`config.mk`:
```
export PLATFORM = sky130hd
export DESIGN_NAME = xorshift128_random_generator_top
export DESIGN_NICKNAME = d
export VERILOG_FILES = /design/src/hdl/xs128_pkg.sv /design/src/hdl/xs128_ctrl.sv /design/src/hdl/xs128_dp.sv /design/src/hdl/xorshift128_random_generator_top.sv
export VERILOG_INCLUDE_DIRS = /design/src /design/src/hdl
export SDC_FILE = /design/constraint.sdc
export NUM_CORES = 1
export LEC_CHECK = 0
export BUFFER_PORTS_ARGS = -buffer_cell sky130_fd_sc_hd__buf_2
export CORE_ASPECT_RATIO = 0.6
export CORE_MARGIN = 2
export CORE_UTILIZATION = 50
export DETAILED_ROUTE_END_ITERATION = 7
export PLACE_DENSITY_LB_ADDON = 0.2
export SLEW_MARGIN = 20
export SYNTH_ARGS = -nofsm -noshare
export SYNTH_HDL_FRONTEND = slang
export SYNTH_SLANG_ARGS = --single-unit
```
`constraint.sdc`:
```
create_clock -name clk -period 14.53 [get_ports clk]
set_input_delay 2.906 -clock clk [delete_from_list [all_inputs] [get_ports clk]]
set_output_delay 2.906 -clock clk [all_outputs]
set_load 0.005 [all_outputs]
```
`src/hdl/assert_macros.svh`:
```
// Assertion helpers shared by the RTL files.
`ifndef ASSERT_MACROS_SVH
`define ASSERT_MACROS_SVH

`ifndef SYNTHESIS

// Check that a property holds on every clock edge outside reset.
`define ASSERT_PROP(label, clk, rst_n, prop, msg) \
    label: assert property (@(posedge clk) disable iff (!rst_n) (prop)) else $error(msg);

// Check that a condition never occurs outside reset.
`define ASSERT_NEVER(label, clk, rst_n, expr, msg) \
    label: assert property (@(posedge clk) disable iff (!rst_n) !(expr)) else $error(msg);

`else

`define ASSERT_PROP(label, clk, rst_n, prop, msg)
`define ASSERT_NEVER(label, clk, rst_n, expr, msg)

`endif

`endif

```
`src/hdl/xs128_pkg.sv`:
```
package xs128_pkg;

    localparam int WordW = 32;
    localparam int FracW = 34;

    localparam logic [WordW-1:0] MULT_CONST = 32'd1812433253;
    localparam logic [WordW-1:0] RESET_A    = 32'd123456789;
    localparam logic [WordW-1:0] RESET_B    = 32'd362436069;
    localparam logic [WordW-1:0] RESET_C    = 32'd521288629;
    localparam logic [WordW-1:0] RESET_D    = 32'd88675123;

    localparam int ShiftA  = 11;
    localparam int ShiftD  = 19;
    localparam int ShiftT  = 8;
    localparam int ShiftSd = 30;

    // Operation codes
    localparam logic FUNC_DRAW   = 1'b0;
    localparam logic FUNC_RESEED = 1'b1;

    // Fraction interval codes
    localparam logic [1:0] MODE_CLOSED    = 2'd0;
    localparam logic [1:0] MODE_HALF_OPEN = 2'd1;
    localparam logic [1:0] MODE_OPEN      = 2'd2;

    // Reseed derive steps
    localparam logic [1:0] STEP_B = 2'd1;
    localparam logic [1:0] STEP_C = 2'd2;
    localparam logic [1:0] STEP_D = 2'd3;

    typedef struct packed {
        logic       draw;
        logic       load_seed;
        logic       derive;
        logic [1:0] step;
    } xs128_cmd_t;

    typedef struct packed {
        logic out_blocked;
    } xs128_status_t;

endpackage

```
`src/hdl/xs128_ctrl.sv`:
```
`include "assert_macros.svh"

module xs128_ctrl
    import xs128_pkg::*;
(
    input  logic          clk,
    input  logic          rst_n,
    input  logic          in_valid,
    input  logic          func,
    output logic          in_stall,
    input  xs128_status_t status,
    output xs128_cmd_t    cmd
);

    localparam logic ST_IDLE = 1'b0;
    localparam logic ST_SEED = 1'b1;

    logic       state_reg;
    logic       state_next;
    logic [1:0] step_reg;
    logic [1:0] step_next;
    logic       accept;

    assign in_stall = (state_reg != ST_IDLE) || status.out_blocked;
    assign accept   = in_valid && !in_stall;

    always_comb
    begin
        state_next     = state_reg;
        step_next      = step_reg;
        cmd.draw       = 1'b0;
        cmd.load_seed  = 1'b0;
        cmd.derive     = 1'b0;
        cmd.step       = step_reg;
        case (state_reg)
            ST_IDLE:
            begin
                if (accept)
                begin
                    if (func == FUNC_RESEED)
                    begin
                        cmd.load_seed = 1'b1;
                        state_next    = ST_SEED;
                        step_next     = STEP_B;
                    end
                    else
                    begin
                        cmd.draw = 1'b1;
                    end
                end
            end
            ST_SEED:
            begin
                cmd.derive = 1'b1;
                if (step_reg == STEP_D)
                begin
                    state_next = ST_IDLE;
                end
                else
                begin
                    step_next = step_reg + 2'd1;
                end
            end
            default:
            begin
                state_next = ST_IDLE;
            end
        endcase
    end

    always_ff @(posedge clk or negedge rst_n)
    begin
        if (!rst_n)
        begin
            state_reg <= ST_IDLE;
            step_reg  <= STEP_B;
        end
        else
        begin
            state_reg <= state_next;
            step_reg  <= step_next;
        end
    end

    `ASSERT_PROP(a_reseed_enters_seed, clk, rst_n, (cmd.load_seed |=> (state_reg == ST_SEED) && (step_reg == STEP_B)), "reseed did not start derive sequence")
    `ASSERT_PROP(a_seed_ends, clk, rst_n, ((state_reg == ST_SEED) && (step_reg == STEP_D) |=> state_reg == ST_IDLE), "derive sequence did not end after last step")
    `ASSERT_NEVER(a_derive_step_zero, clk, rst_n, cmd.derive && (cmd.step == 2'd0), "derive issued with no target word")

endmodule

```
`src/hdl/xs128_dp.sv`:
```
`include "assert_macros.svh"

module xs128_dp
    import xs128_pkg::*;
(
    input  logic             clk,
    input  logic             rst_n,
    input  xs128_cmd_t       cmd,
    output xs128_status_t    status,
    input  logic [WordW-1:0] seed,
    input  logic             cfg_valid,
    input  logic [1:0]       cfg_data,
    output logic             out_valid,
    input  logic             out_stall,
    output logic [WordW-1:0] raw_word,
    output logic [FracW-1:0] fraction
);

    logic [WordW-1:0] a_reg, b_reg, c_reg, d_reg;
    logic [WordW-1:0] a_next, b_next, c_next, d_next;
    logic [1:0]       mode_reg;
    logic             out_valid_reg;
    logic [WordW-1:0] raw_reg;
    logic [FracW-1:0] frac_reg;
    logic [FracW-1:0] frac_next;

    logic [WordW-1:0] t_val;
    logic [WordW-1:0] new_d;
    logic [WordW-1:0] prev;
    logic [WordW-1:0] mix;
    logic [WordW-1:0] prod;
    logic [WordW-1:0] derived;

    assign status.out_blocked = out_valid_reg && out_stall;

    // xorshift advance
    assign t_val = a_reg ^ (a_reg << ShiftA);
    assign new_d = d_reg ^ (d_reg >> ShiftD) ^ t_val ^ (t_val >> ShiftT);

    // Reseed recurrence through one shared multiplier
    always_comb
    begin
        case (cmd.step)
            STEP_B:  prev = a_reg;
            STEP_C:  prev = b_reg;
            default: prev = c_reg;
        endcase
    end

    assign mix     = prev ^ (prev >> ShiftSd);
    assign prod    = mix * MULT_CONST;
    assign derived = prod + {{(WordW-2){1'b0}}, cmd.step};

    always_comb
    begin
        a_next = a_reg;
        b_next = b_reg;
        c_next = c_reg;
        d_next = d_reg;
        if (cmd.draw)
        begin
            a_next = b_reg;
            b_next = c_reg;
            c_next = d_reg;
            d_next = new_d;
        end
        else if (cmd.load_seed)
        begin
            a_next = seed;
        end
        else if (cmd.derive)
        begin
            case (cmd.step)
                STEP_B:  b_next = derived;
                STEP_C:  c_next = derived;
                STEP_D:  d_next = derived;
                default: d_next = d_reg;
            endcase
        end
    end

    always_comb
    begin
        case (mode_reg)
            MODE_CLOSED:
                frac_next = {1'b0, new_d, 1'b0}
                          + ((&new_d) ? FracW'(2) : FracW'(0));
            MODE_OPEN:
                frac_next = {1'b0, new_d, 1'b1};
            default:
                frac_next = {1'b0, new_d, 1'b0};
        endcase
    end

    always_ff @(posedge clk or negedge rst_n)
    begin
        if (!rst_n)
        begin
            a_reg         <= RESET_A;
            b_reg         <= RESET_B;
            c_reg         <= RESET_C;
            d_reg         <= RESET_D;
            mode_reg      <= MODE_HALF_OPEN;
            out_valid_reg <= 1'b0;
        end
        else
        begin
            a_reg <= a_next;
            b_reg <= b_next;
            c_reg <= c_next;
            d_reg <= d_next;
            if (cfg_valid)
            begin
                mode_reg <= cfg_data;
            end
            if (cmd.draw)
            begin
                out_valid_reg <= 1'b1;
            end
            else if (!out_stall)
            begin
                out_valid_reg <= 1'b0;
            end
        end
    end

    // Hold the result until taken
    always_ff @(posedge clk)
    begin
        if (cmd.draw)
        begin
            raw_reg  <= new_d;
            frac_reg <= frac_next;
        end
    end

    assign out_valid = out_valid_reg;
    assign raw_word  = raw_reg;
    assign fraction  = frac_reg;

    `ASSERT_NEVER(a_no_overwrite, clk, rst_n, cmd.draw && out_valid_reg && out_stall, "draw would overwrite a pending item")
    `ASSERT_PROP(a_draw_shows, clk, rst_n, (cmd.draw |=> out_valid_reg && (raw_reg == d_reg)), "drawn word not presented")
    `ASSERT_NEVER(a_one_cmd, clk, rst_n, (cmd.draw && cmd.load_seed) || (cmd.draw && cmd.derive) || (cmd.load_seed && cmd.derive), "conflicting datapath commands")

endmodule

```
`src/hdl/xorshift128_random_generator_top.sv`:
```
// xorshift128 generator. A draw item (func 0) advances the four state words
// and returns the new word as raw_word plus fraction, a value in units of
// 2^-33 whose interval follows fraction_mode (0 closed, 1 half-open, 2 open,
// 3 as half-open). Draws are accepted every cycle while the output register
// is free or being emptied. A reseed item (func 1) returns nothing: it loads
// the seed, then derives the other three words in turn through the single
// 32x32 multiplier; in_stall is held high meanwhile. cfg_ready is always
// high; write the mode only while idle.
module xorshift128_random_generator_top
    import xs128_pkg::*;
(
    input  logic             clk,
    input  logic             rst_n,
    input  logic             in_valid,
    output logic             in_stall,
    input  logic             func,
    input  logic [WordW-1:0] seed,
    output logic             out_valid,
    input  logic             out_stall,
    output logic [WordW-1:0] raw_word,
    output logic [FracW-1:0] fraction,
    input  logic             cfg_valid,
    output logic             cfg_ready,
    input  logic [1:0]       cfg_data
);

    xs128_cmd_t    cmd;
    xs128_status_t status;

    assign cfg_ready = 1'b1;

    xs128_ctrl u_ctrl (
        .clk      (clk),
        .rst_n    (rst_n),
        .in_valid (in_valid),
        .func     (func),
        .in_stall (in_stall),
        .status   (status),
        .cmd      (cmd)
    );

    xs128_dp u_dp (
        .clk       (clk),
        .rst_n     (rst_n),
        .cmd       (cmd),
        .status    (status),
        .seed      (seed),
        .cfg_valid (cfg_valid && cfg_ready),
        .cfg_data  (cfg_data),
        .out_valid (out_valid),
        .out_stall (out_stall),
        .raw_word  (raw_word),
        .fraction  (fraction)
    );

endmodule

```
Word-level counts from Yosys, hierarchy flattened
Index checks and enable logic that the tools add are counted.
{"block": "op_classes", "n_mux": 31, "add_sub_neg": 3, "bitwise": 6, "eq_ne": 9, "mul": 1, "n_reduce_logical": 15}
{"cell": "$mux W32", "n": 14}
{"cell": "$pmux W34 S2", "n": 1}
{"cell": "$pmux W32 S2", "n": 1}
{"cell": "$xor A32 B32 Y32", "n": 2}
{"cell": "$add A33 B34 Y34", "n": 1}
{"cell": "$add A32 B2 Y32", "n": 1}
{"cell": "$mul A32 B31 Y32 const B", "n": 1}
{"cell": "$reduce_and A32 Y1", "n": 1}
{"cell": "$xor A32 B13 Y32", "n": 1}
{"cell": "$xor A32 B2 Y32", "n": 1}
{"cell": "$xor A32 B24 Y32", "n": 1}
{"cell": "$mux W2", "n": 6}
{"cell": "$reduce_and A3 Y1", "n": 4}
{"cell": "$reduce_bool A2 Y1", "n": 5}
{"cell": "$mux W1", "n": 7}
{"cell": "$eq A2 B2 Y1 const B", "n": 3}
{"cell": "$ne A2 B1 Y1 const B", "n": 3}
{"cell": "$ne A2 B2 Y1 const B", "n": 2}
{"cell": "$pmux W2 S2", "n": 1}
{"cell": "$add A2 B1 Y2 const B", "n": 1}
{"cell": "$eq A2 B1 Y1 const B", "n": 1}
{"cell": "$logic_and A1 B1 Y1", "n": 2}
{"cell": "$logic_not A2 Y1", "n": 1}
{"cell": "$pmux W1 S2", "n": 1}
{"cell": "3 further kinds", "n": 3}
{"block": "word_totals", "reg_bits": 200, "input_bits": 40, "output_inout_bits": 69, "word_cells": 75}

Logic depth before layout (Yosys ltp)
{"block": "logic_depth", "word_depth": 9, "ltp_mapped": 31, "mapped_depth_nobuf": 28}

Hierarchy
From an unflattened synthesis, not the netlist that was laid out.
{"block": "unflattened", "hier_cells": 1887, "hier_area_um2": 18635.4}
{"mod": "xs128_dp", "area_per_inst_um2": 18465.2, "seq_area_each_um2": 5337.6, "instances": 1, "cells_each": 1871}
{"mod": "xs128_ctrl", "area_per_inst_um2": 158.9, "seq_area_each_um2": 76.3, "instances": 1, "cells_each": 14}
{"mod": "xorshift128_random_generator_top", "area_per_inst_um2": 11.3, "seq_area_each_um2": 0.0, "instances": 1, "cells_each": 2}

Worst setup path after synthesis
Ideal clock, no wire load.
{"block": "synth_timing", "path_type": "reg2reg", "start": "reg u_ctrl.step_reg[0]", "end": "reg u_dp.b_reg[30]", "setup_ns": 0.077, "required_ns": 14.453, "path_slack_ns": 6.369, "path_buffers": 3, "synth_period_minus_slack_ns": 8.161, "t_arrival_ns": 8.083, "stages_incl_launch_ff": 28, "cell_sequence": "dfstp_2 > ha_1 > clkbuf_1 > clkbuf_1 > clkbuf_1 > a22oi_1 > o21ai_0 > ha_1 > ha_1 > fa_1 > inv_1 > fa_1 > inv_1 > fa_1 > fa_1 > fa_1 > inv_1 > fa_1 > inv_1 > ha_1 > a211oi_1 > o21ai_0 > a211oi_1 > o21ai_0 > o21a_1 > o311ai_0 > nand2_1 > a21oi_1"}
{"block": "synth_between", "elab_chain_cells": 9, "elab_cells_between_ends": 12, "classes_between": "1 x add/sub; 1 x mul; 2 x eq/ne; 5 x mux; 1 x bitwise; 2 x reduce/logical"}
{"element": "start: declaration", "line": "xs128_ctrl.sv:20", "text": "logic [1:0] step_reg;"}
{"element": "start signal: assignment", "line": "xs128_ctrl.sv:81", "text": "step_reg <= step_next;"}
{"element": "$eq A2 B2 Y1 / $eq A2 B1 Y1 (equally long branches)", "line": "xs128_dp.sv:43, xs128_dp.sv:73"}
{"element": "$pmux W32 S2", "line": "xs128_dp.sv:43", "text": "case (cmd.step)"}
{"element": "$xor A32 B2 Y32", "line": "xs128_dp.sv:50", "text": "assign mix = prev ^ (prev >> ShiftSd);"}
{"element": "$mul A32 B31 Y32", "line": "xs128_dp.sv:51", "text": "assign prod = mix * MULT_CONST;"}
{"element": "$add A32 B2 Y32", "line": "xs128_dp.sv:52", "text": "assign derived = prod + {{(WordW-2){1'b0}}, cmd.step};"}
{"element": "$mux W32", "line": "xs128_dp.sv:73", "text": "case (cmd.step)"}
{"element": "$mux W32", "line": "xs128_dp.sv:71", "text": "else if (cmd.derive)"}
{"element": "$mux W32", "line": "xs128_dp.sv:67", "text": "else if (cmd.load_seed)"}
{"element": "$mux W32", "line": "xs128_dp.sv:60", "text": "if (cmd.draw)"}
{"element": "end signal: assignment", "line": "xs128_dp.sv:109", "text": "b_reg <= b_next;"}
{"element": "end: declaration", "line": "xs128_dp.sv:19", "text": "logic [WordW-1:0] a_reg, b_reg, c_reg, d_reg;"}
Several ways; a longest one is shown, not always the timed one. The select of a mux whose other input is x is not followed.
A chain may end at the register's enable or synchronous reset.

Final worst setup path
Same ends and word-level chain as after synthesis.

==> out/metrics.yaml <==
maxCapViolCount: 0
final_common_cell: "inv_1"
fin_area_um2: 20420
first_pass_iters: 5
critPathMaxFanout: 31
synth_fp_nets: 2346
synth_flop_cell: "dfrtp_1"
min_to: "u_dp.c_reg[13]"
chipWidth_um: 253.7
holdBufCountCts: 0
cts_sinks: 200
fin_nets: 2427
vias: 14280
ys_seq_area_frac: 0.2895
max_freq_mhz: 109.2
clk_pin_slew_ns: 0.07
hpwl_um: 42580
cpMaxStageDelayCell: "ha_1"
post_cts_buffers: 0
holdCritStartpoint: "u_dp.c_reg[13]"
report.final.slew_viol_count: 0
antenna_found_initial: 0
arrival_ns: 9.54
first_global_vias: 14000
netlist_area_um2: 18700
placedInstanceArea_um2: 19820
setup_viol: 0
endpoint_kind: "register"
fin_tns_setup_ns: 0
reg2reg_slack_ns: 5.37
min_period_ns: 9.159
slew_headroom: 0.1833
r2r-end: "u_dp.b_reg[30]"
io_pins: 109
h-tree-depth: 4
r2r_cells: 29
grt_max_degree: 91
initial_utilization: 0.5106
worstSetupStartpointType: "register"
period_share: 0.6303
dieArea_um2: 39010
hold_path_depth: 2
drtAntennaViolNets: 0
synth_cell_types: 69
crit_family: "adder cells"
fin_ws_ns: 5.371
grt_util_all_layers: 0.2898
core_um2: 36620
largest_reg_flops: 34
grt_overflow: 0
port_buffers: 107
avgRoutedWirePerCell_um: 21.36
clockRootBuffer: "clkbuf_16"
post_cts_resized: 0
drc: 0
hold_class: "reg -> reg"
rsz0062_at_grt: "false"
path_class: "reg -> reg"
ys_seq_elements: 200
cp_data_required_time_ns: 14.91
syn_avg_cell_area_um2: 9.638
clk_latency_ns: 0.45
netlist_instances: 1940
viasPerCell: 5.625
clock_path_buffers: 2
yosys_warnings: 0
cts_tree: "yes"
startpoint: "u_ctrl.step_reg[0]"
grt_first_pass_wirelength_um: 84920
row_count: 54
layout-drive-gt1-share: 0.1323
r2r-start: "u_ctrl.step_reg[0]"
routed_wl_um: 54200
crit_buf_inv: 6
drt_iter0_drc: 1724
die_height_um: 153.8
layout_common_cells: "inv_1, ha_1, nand2_1, fa_1, buf_2"
synth_edf_count: 66
synthArstFlopShare: 0.6700
final-hold-violation-count: 0
gpl.final_weighted_congestion: 0.9709
worstMarginPinSlew_ns: 1.217
skew_ns: 0.009742
antenna_cells: 0
post-place-ws_ns: 5.434
cts_buffers: 17
outcome: "finished, final reports clean"
syn2layout_area_growth_pct: 9.201
cpPeakStageDelay_ns: 1.00
-- stage by stage --
step,hold WS [ns],utilization,instances
2_1_floorplan,0.4628,-,1940
3_3_place_gp,0.4830,0.5411,2506
3_5_place_dp,0.4838,0.5412,2506
4_1_cts,0.5015,0.5576,2538
5_1_grt,0.5128,0.5576,2538
6_report,0.5028,0.5576,2538
-- synth_stat cells (all sizes together) (14+ instances only) --
master  number  share of area
nand3       25         0.0078
a31oi       53          0.018
dfrtp       71          0.095
dfstp       63          0.089
inv        346          0.069
mux2i       33          0.018
nand2      212          0.043
and3        15         0.0050
xor2        34          0.017
clkbuf      65          0.013
o21ai       99          0.026
ha         220           0.15
xnor2      113          0.058
edfxtp      66           0.11
a21oi       85          0.023
a22oi       30          0.012
nand4       14         0.0050
nor2       105          0.022
xnor3       15          0.018
fa         146           0.16
-- how the worst max path moves through the flow --
| stage | cells after the start | slack (ns) | end |
|---|---|---|---|
| after detailed placement | 29 | 5.43 | u_dp.c_reg[30] |
| after global placement | 29 | 5.63 | u_dp.c_reg[30] |
| final | 29 | 5.37 | u_dp.b_reg[30] |
| after CTS | 29 | 5.43 | u_dp.d_reg[30] |
| after floorplan | 27 | 6.37 | u_dp.b_reg[30] |
| after global routing | 29 | 4.61 | u_dp.c_reg[30] |
-- worst reg2reg max path, delay by kind of cell, from the launching register on --
family          cells  cell delay (ns)
fa+ha+maj          10             4.68
buf+inv             6             0.69
compound gates      9             1.99
flops               1             0.57
xor+xnor            2             0.73
simple gates        2             0.42
-- metal layers --
metal / vias up / track usage / share of wire / routed length [µm]
met1: 7082 / 0.4805 / 0.49 / 26800
met5: - / 0 / 0 / 0
li1: 6517 / - / - / -
met2: 649 / 0.3967 / 0.39 / 21340
met3: 28 / 0.05146 / 0.10 / 5654
met4: 0 / 0.03529 / 0.0076 / 412
-- cell families after synthesis --
group,share of synthesized area
fa+ha+maj,0.3035
simple gates,0.1002
mux,0.02007
xor+xnor,0.09435
buf+inv,0.08565
flops,0.2895
other cells,0.0002006
compound gates,0.1064
-- area by class of cell --
cell class | count | area (µm²)
multi-input combinational | 1317 | 11690
fill | 3246 | 16200
sequential | 200 | 5414
clock buffer | 22 | 485.5
clock inverter | 10 | 115.1
tap | 504 | 630.6
timing repair buffer | 139 | 782.0
inverter | 346 | 1301
Power is not shown: default switching activity piles up to over one toggle a cycle in this logic, so the estimate is an artifact.
